--- config.mk ---
export PLATFORM = sky130hd
export DESIGN_NAME = string_name_hash_bucket_flat
export DESIGN_NICKNAME = d
export VERILOG_FILES = /design/src/sv/sbh_pkg.sv /design/src/sv/sbh_if.sv /design/src/sv/string_name_hash_bucket.sv /design/src/sv/sbh_csub.sv /design/src/flat_wrapper.sv
export VERILOG_INCLUDE_DIRS = /design/src /design/src/sv
export SDC_FILE = /design/constraint.sdc
export NUM_CORES = 1
export LEC_CHECK = 0
export ABC_AREA = 1
export BUFFER_PORTS_ARGS = -buffer_cell sky130_fd_sc_hd__buf_2
export CORE_ASPECT_RATIO = 0.7
export CORE_MARGIN = 5
export CORE_UTILIZATION = 56
export DETAILED_ROUTE_END_ITERATION = 7
export PLACE_DENSITY = 0.78
export SYNTH_ARGS = -nofsm -noshare
export SYNTH_HDL_FRONTEND = slang
export SYNTH_SLANG_ARGS = --single-unit
--- constraint.sdc ---
create_clock -name clk -period 4.6 [get_ports clk]
set_input_delay 0.92 -clock clk [delete_from_list [all_inputs] [get_ports clk]]
set_output_delay 0.92 -clock clk [all_outputs]
set_load 0.01 [all_outputs]
--- src/sv/assert_macros.svh ---
// assertion macros shared by the rtl
`ifndef ASSERT_MACROS_SVH
`define ASSERT_MACROS_SVH

// property checked on every clock edge outside reset
`define SBH_ASSERT(label, prop) \
    label: assert property (@(posedge clk) disable iff (!rst_n) (prop)) \
        else $error("sbh assertion failed");

// implication checked on every clock edge outside reset
`define SBH_ASSERT_IMP(label, ante, cons) \
    label: assert property (@(posedge clk) disable iff (!rst_n) (ante) |-> (cons)) \
        else $error("sbh implication failed");

`endif

--- src/sv/sbh_pkg.sv ---
// types and constants for the string name hash bucket
package sbh_pkg;

    localparam int HASH_W  = 29;
    localparam int T_W     = 31;
    localparam int BYTE_W  = 8;
    localparam int BUCKET_W = 10;
    localparam int MUL_W   = 19;
    localparam int PROD_W  = MUL_W + BYTE_W;
    localparam int CFG_W   = 11;
    localparam int APB_W   = 32;
    localparam int ADDR_W  = 3;
    localparam int DIV_STEPS = HASH_W;
    localparam int CNT_W   = $clog2(DIV_STEPS);

    localparam logic [MUL_W-1:0]  HASH_MUL = 19'd314159;
    localparam logic [HASH_W-1:0] HASH_P   = 29'd516595003;

    localparam logic [CFG_W-1:0]  NUM_BUCKETS_RST = 11'd1;
    localparam logic              REG_NUM_BUCKETS = 1'b0;

    typedef enum logic [2:0] {
        ST_IDLE,
        ST_ADD,
        ST_RED1,
        ST_RED2,
        ST_DIV,
        ST_EMIT
    } state_t;

endpackage

--- src/sv/sbh_if.sv ---
// request and result channel interfaces
interface sbh_req_if;
    import sbh_pkg::*;

    logic              valid;
    logic              ready;
    logic [BYTE_W-1:0] name_byte;
    logic              last;

    modport source (output valid, output name_byte, output last, input ready);
    modport sink (input valid, input name_byte, input last, output ready);
endinterface

interface sbh_rsp_if;
    import sbh_pkg::*;

    logic                valid;
    logic                ready;
    logic [BUCKET_W-1:0] bucket;
    logic [HASH_W-1:0]   hash_value;

    modport source (output valid, output bucket, output hash_value, input ready);
    modport sink (input valid, input bucket, input hash_value, output ready);
endinterface

--- src/sv/string_name_hash_bucket.sv ---
// top level of the string name hash bucket
// a byte without the last flag goes through accept, add, two reductions
// a last byte goes through accept, 3 hash steps, 29 remainder steps, 1 output load
// a full output register holds the block in emit until the waiting result is taken
// async active-low reset clears the running hash and sets num_buckets to 1
`include "assert_macros.svh"

module string_name_hash_bucket #(
    parameter int MAX_BUCKETS = 1024
) (
    input  logic                     clk,
    input  logic                     rst_n,
    sbh_req_if.sink                  req,
    sbh_rsp_if.source                rsp,
    input  logic                     psel,
    input  logic                     penable,
    input  logic                     pwrite,
    input  logic [sbh_pkg::ADDR_W-1:0] paddr,
    input  logic [sbh_pkg::APB_W-1:0]  pwdata,
    output logic [sbh_pkg::APB_W-1:0]  prdata,
    output logic                     pready
);
    import sbh_pkg::*;

    localparam int NW = $clog2(MAX_BUCKETS + 1);

    state_t             state_reg, state_next;
    logic [BYTE_W-1:0]  byte_reg;
    logic               last_reg;
    logic [HASH_W-1:0]  hash_reg, hash_next;
    logic [T_W-1:0]     t_reg, t_next;
    logic [HASH_W-1:0]  res_reg, res_next;
    logic [HASH_W-1:0]  div_reg, div_next;
    logic [NW-1:0]      rem_reg, rem_next;
    logic [CNT_W-1:0]   cnt_reg, cnt_next;
    logic [CFG_W-1:0]   num_buckets_reg;
    logic               out_valid_reg, out_valid_next;
    logic [BUCKET_W-1:0] out_bucket_reg;
    logic [HASH_W-1:0]  out_hash_reg;

    logic               req_acc;
    logic               out_load;
    logic               cfg_wr;
    logic [31:0]        cfg_wide;
    logic [NW-1:0]      n_eff;
    logic [PROD_W-1:0]  prod;
    logic [T_W-1:0]     unit_a, unit_b, unit_y;

    // configuration port
    assign pready = 1'b1;
    assign cfg_wr = psel && penable && pwrite && (paddr[ADDR_W-1] == REG_NUM_BUCKETS);
    assign prdata = (paddr[ADDR_W-1] == REG_NUM_BUCKETS) ? APB_W'(num_buckets_reg) : '0;

    always_ff @(posedge clk or negedge rst_n)
    begin
        if (!rst_n)
        begin
            num_buckets_reg <= NUM_BUCKETS_RST;
        end
        else if (cfg_wr)
        begin
            num_buckets_reg <= pwdata[CFG_W-1:0];
        end
    end

    // zero means one bucket, large counts saturate
    always_comb
    begin
        cfg_wide = 32'(num_buckets_reg);
        if (cfg_wide == 32'd0)
        begin
            cfg_wide = 32'd1;
        end
        if (cfg_wide > 32'(MAX_BUCKETS))
        begin
            cfg_wide = 32'(MAX_BUCKETS);
        end
        n_eff = cfg_wide[NW-1:0];
    end

    // shared unit
    always_comb
    begin
        case (state_reg)
            ST_DIV:
            begin
                unit_a = T_W'({rem_reg, div_reg[HASH_W-1]});
                unit_b = T_W'(n_eff);
            end
            default:
            begin
                unit_a = t_reg;
                unit_b = T_W'(HASH_P);
            end
        endcase
    end

    sbh_csub #(
        .W (T_W)
    ) u_csub (
        .a  (unit_a),
        .b  (unit_b),
        .y  (unit_y)
    );

    assign prod     = PROD_W'(HASH_MUL) * PROD_W'(byte_reg);
    assign req_acc  = req.valid && req.ready;
    assign out_load = (state_reg == ST_EMIT) && (!out_valid_reg || rsp.ready);

    // next state
    always_comb
    begin
        state_next = state_reg;
        unique case (state_reg)
            ST_IDLE: if (req_acc) state_next = ST_ADD;
            ST_ADD:  state_next = ST_RED1;
            ST_RED1: state_next = ST_RED2;
            ST_RED2: state_next = last_reg ? ST_DIV : ST_IDLE;
            ST_DIV:  if (cnt_reg == CNT_W'(DIV_STEPS - 1)) state_next = ST_EMIT;
            ST_EMIT: if (out_load) state_next = ST_IDLE;
            default: state_next = ST_IDLE;
        endcase
    end

    // outputs
    always_comb
    begin
        req.ready = (state_reg == ST_IDLE);
    end

    // datapath
    always_comb
    begin
        hash_next = hash_reg;
        t_next    = t_reg;
        res_next  = res_reg;
        div_next  = div_reg;
        rem_next  = rem_reg;
        cnt_next  = cnt_reg;
        case (state_reg)
            ST_ADD:
            begin
                t_next = T_W'(hash_reg) + T_W'(hash_reg ^ (hash_reg >> 1)) + T_W'(prod);
            end
            ST_RED1:
            begin
                t_next = unit_y;
            end
            ST_RED2:
            begin
                res_next  = unit_y[HASH_W-1:0];
                div_next  = unit_y[HASH_W-1:0];
                rem_next  = '0;
                cnt_next  = '0;
                hash_next = last_reg ? '0 : unit_y[HASH_W-1:0];
            end
            ST_DIV:
            begin
                rem_next = unit_y[NW-1:0];
                div_next = {div_reg[HASH_W-2:0], 1'b0};
                cnt_next = cnt_reg + 1'b1;
            end
            default:
            begin
            end
        endcase
    end

    always_comb
    begin
        out_valid_next = out_valid_reg;
        if (rsp.ready)
        begin
            out_valid_next = 1'b0;
        end
        if (out_load)
        begin
            out_valid_next = 1'b1;
        end
    end

    always_ff @(posedge clk or negedge rst_n)
    begin
        if (!rst_n)
        begin
            state_reg     <= ST_IDLE;
            hash_reg      <= '0;
            cnt_reg       <= '0;
            out_valid_reg <= 1'b0;
        end
        else
        begin
            state_reg     <= state_next;
            hash_reg      <= hash_next;
            cnt_reg       <= cnt_next;
            out_valid_reg <= out_valid_next;
        end
    end

    always_ff @(posedge clk)
    begin
        if (req_acc)
        begin
            byte_reg <= req.name_byte;
            last_reg <= req.last;
        end
        t_reg   <= t_next;
        res_reg <= res_next;
        div_reg <= div_next;
        rem_reg <= rem_next;
        if (out_load)
        begin
            out_bucket_reg <= BUCKET_W'(rem_reg);
            out_hash_reg   <= res_reg;
        end
    end

    assign rsp.valid      = out_valid_reg;
    assign rsp.bucket     = out_bucket_reg;
    assign rsp.hash_value = out_hash_reg;

    `SBH_ASSERT(a_hash_below_prime, hash_reg < HASH_P)
    `SBH_ASSERT_IMP(a_clear_after_last, (state_reg == ST_RED2) && last_reg, ##1 (hash_reg == '0))
    `SBH_ASSERT_IMP(a_result_from_emit, $rose(rsp.valid), $past(state_reg == ST_EMIT))
    `SBH_ASSERT_IMP(a_bucket_in_range, rsp.valid, NW'(rsp.bucket) < n_eff)

endmodule

--- src/sv/sbh_csub.sv ---
// shared compare and conditional subtract unit
module sbh_csub #(
    parameter int W = 31
) (
    input  logic [W-1:0] a,
    input  logic [W-1:0] b,
    output logic [W-1:0] y
);

    logic ge;

    always_comb
    begin
        ge = (a >= b);
        y  = ge ? (a - b) : a;
    end

endmodule
--- src/flat_wrapper.sv ---
// flat-port wrapper written by rule: the top's interface ports become plain ports
module string_name_hash_bucket_flat import sbh_pkg::*;
#(
    parameter int MAX_BUCKETS = 1024
)
  (clk, rst_n, psel, penable, pwrite, paddr, pwdata, prdata, pready, req_valid, req_name_byte, req_last, req_ready, rsp_valid, rsp_bucket, rsp_hash_value, rsp_ready);
  sbh_req_if req_i ();
  sbh_rsp_if rsp_i ();
  input  logic clk;
  input  logic rst_n;
  input  logic psel;
  input  logic penable;
  input  logic pwrite;
  input  logic [sbh_pkg::ADDR_W-1:0] paddr;
  input  logic [sbh_pkg::APB_W-1:0] pwdata;
  output logic [sbh_pkg::APB_W-1:0] prdata;
  output logic pready;
  input wire logic [$bits(req_i.valid)-1:0] req_valid;
  input wire logic [$bits(req_i.name_byte)-1:0] req_name_byte;
  input wire logic [$bits(req_i.last)-1:0] req_last;
  output wire logic [$bits(req_i.ready)-1:0] req_ready;
  output wire logic [$bits(rsp_i.valid)-1:0] rsp_valid;
  output wire logic [$bits(rsp_i.bucket)-1:0] rsp_bucket;
  output wire logic [$bits(rsp_i.hash_value)-1:0] rsp_hash_value;
  input wire logic [$bits(rsp_i.ready)-1:0] rsp_ready;
  assign req_i.valid = req_valid;
  assign req_i.name_byte = req_name_byte;
  assign req_i.last = req_last;
  assign req_ready = req_i.ready;
  assign rsp_valid = rsp_i.valid;
  assign rsp_bucket = rsp_i.bucket;
  assign rsp_hash_value = rsp_i.hash_value;
  assign rsp_i.ready = rsp_ready;
  string_name_hash_bucket #(.MAX_BUCKETS(MAX_BUCKETS)) u_core (.clk(clk), .rst_n(rst_n), .req(req_i), .rsp(rsp_i), .psel(psel), .penable(penable), .pwrite(pwrite), .paddr(paddr), .pwdata(pwdata), .prdata(prdata), .pready(pready));
endmodule
==> impl_metrics.yaml <==
placed_design:
  dp_hpwl_microns: 31780
  gp_congestion: 0.9598
  place_area_sq_um: 16820
  io_buffers: 79
  preCtsSetupSlack_ps: -362.1
hold_path:
  hp-class: "register to register"
  min_from: "u_core.res_reg[15]"
  hold_depth: 0
  hold_end: "u_core.rsp.hash_value[15]"
logic_synthesis:
  synth_top_family_by_area: "simple AND/OR/NAND/NOR gates"
  synth_compound_area_share_pct: 6.198
  synth_edf_count: 148
  synth_area_sq_um: 15160
  synth_xor_area_share_pct: 3.178
  ys_types: 47
  syn_inst: 1791
  syn_area_per_cell_sq_um: 8.464
  yosys.area.top_type: "edfxtp_1"
  synth-seq-cells: 197
  ys.warnings.count: 0
  synthAdderAreaFrac_pct: 19.05
  synthSimpleGateAreaFrac_pct: 23.75
  synthMuxAreaShare_pct: 0.06603
  synth_top_area_share_pct: 29.32
  synthFlopType: "edfxtp_1"
  yosysSeqAreaShare_pct: 37.41
  synth_area_leaders: "edfxtp_1, nand2_1, fa_1, ha_1, dfrtp_1"
  async_flop_share_pct: 24.87
sta:
  tightestPinTransition_ps: 1013
  slew_headroom_pct: 32.31
  final-hold-violation-count: 0
  setup_slack_ps: -343.9
  fmax_mhz: 202.3
  finalSetupViolations: 23
  fin_skew_ps: 17.05
  finalMaxSlewViolations: 0
  rsz0062_at_grt: "true"
  finalCritPeriodShare_pct: 107.5
  fin_crit_ps: 4944
cells_and_area:
  final_area_sq_um: 18270
  drive_gt1_share_pct: 22.80
  fin_nets: 2232
  largest_reg_flops: 31
  areaGrowthSynthToFinish_pct: 20.50
  fin_util_pct: 68.38
floorplan:
  dieWidth_microns: 206.7
  die_y_microns: 147.7
  die_area_sq_um: 30510
  pin_count: 125
  core_sq_um: 26710
  num_rows: 50
  start_util_pct: 56.75
cts:
  clockRootBuffer: "clkbuf_16"
  clock_path_buffers: 2
  hold_buffers: 0
  clk_pin_slew_ps: 90
  cts_max_level: 4
  numCtsBuffers: 17
  cts_tree: "built"
  clock_latency_ps: 470
  cts_sinks: 197
global_route:
  grt_overflow_total: 0
  grt_pass1_wl_microns: 65430
  grt_max_degree: 58
  grt.total_usage_pct: 27.60
  grt_pass1_vias: 12230
  antenna_found_initial: 0
route:
  avgViaCountPerCell: 5.407
  ant_nets: 0
  drt_iter0_markers: 1196
  drc: 0
  drt-total-wl_microns: 42260
  vias: 12860
  wl_per_cell_microns: 17.77
  dr.pass1.iters: 6
critical_path:
  rr_endpoint: "u_core.t_reg[14]"
  required_ps: 4820
  critPathLaunch: "u_core.byte_reg[5]"
  endpoint_kind: "register"
  startpoint_type: "register"
  path_class: "register to register"
  reg2reg_from: "u_core.byte_reg[5]"
  r2r_cells: 19
  cp_max_fo: 5
  worstPathArrival_ps: 5160
  r2r_setup_slack_ps: -340
status:
  violations: "setup timing"
  outcome: "finished with violations"
run:
  drv_cap: 0
## worst max path at each step
| stage | endpoint | slack, ps | cells past startpoint |
|---|---|---|---|
| 2_1_floorplan | u_core.t_reg[16] | -70 | 21 |
| 3_3_place_gp | u_core.t_reg[25] | -370 | 17 |
| 3_5_place_dp | u_core.t_reg[17] | -360 | 19 |
| 4_1_cts | u_core.t_reg[14] | -260 | 19 |
| 5_1_grt | u_core.t_reg[26] | -500 | 20 |
| 6_report | u_core.t_reg[14] | -340 | 19 |
## cell type report
class                           count  area [sq um]
Clock buffer                       18         439.2
Timing Repair Buffer              234          1619
Antenna cell                        1         2.502
Fill cell                        2147          8446
Multi-Input combinational cell   1247          8766
Clock inverter                     14         175.2
Sequential cell                   197          5673
Tap cell                          364         455.4
Inverter                          303          1137
## cells by family after synthesis
group / after synthesis
xor+xnor: 55
buf+inv: 367
simple gates: 816
mux: 1
fa+ha+maj: 181
flops: 197
other cells: 2
compound gates: 172
## cell usage in the layout (no fill, tap or decap), drive strengths merged, types with 17 or more instances in the layout
cell type  instances
nor2             123
inv              309
buf              234
edfxtp           148
nand3            109
dfrtp             48
o21ai             81
ha                98
xor2              38
nand2            497
conb              22
nand4             51
a21oi             73
clkbuf            18
nor3              17
fa                83
xnor2             17
## critical path, stage by stage, from the launching register on
cell,delay (ps)
edfxtp_1,540
fa_2,670
inv_2,40
fa_1,490
inv_2,40
fa_2,440
fa_1,490
inv_1,50
fa_1,490
inv_2,50
ha_4,260
a21oi_4,190
nor2_1,90
nor2_2,200
o21ai_2,100
a21oi_1,130
inv_1,70
or2_4,230
nand3_2,60
nand2_1,60
## through the flow
stage,std cells,hold WS (ps),TNS (ps)
floorplan,1811,400.3,-125.8
global placement,2324,400.7,-5216
detailed placement,2324,404.5,-5825
CTS,2373,422.5,-3315
global route,2377,431.6,-8816
finish,2378,417.8,-4800
## per-layer routing
| metal | up-vias | global-route usage [%] | wire [microns] |
|---|---|---|---|
| li1 | 6126 | - | - |
| met1 | 6147 | 40.67 | 19060 |
| met2 | 517 | 41.54 | 18610 |
| met3 | 68 | 6.206 | 3684 |
| met4 | 0 | 7.181 | 897 |
| met5 | - | 0 | 0 |
## cell usage after synthesis, types with 4 or more instances
library cell and n:
a21o_1 4, a21oi_1 71, buf_1 5, buf_2 10, buf_4 26, buf_6 6, clkbuf_1 15, dfrtp_1 48
edfxtp_1 148, fa_1 83, ha_1 98, inv_1 298, inv_2 5, nand2_1 489, nand2_2 8, nand3_1 106
nand4_1 41, nand4_4 9, nor2_1 118, nor2_2 4, nor3_1 15, o21ai_0 50, o21ai_1 23, o21ai_2 8
or2_2 14, xnor2_1 17, xor2_1 38
## repair_timing
action / CTS / global route
resized for setup: 102 / 67
setup endpoints to repair: 23 / 51
buffers inserted: 20 / 4
pin swaps: 38 / 30
Power is not shown: default switching activity piles up to over one toggle a cycle in this logic, so the estimate is an artifact.
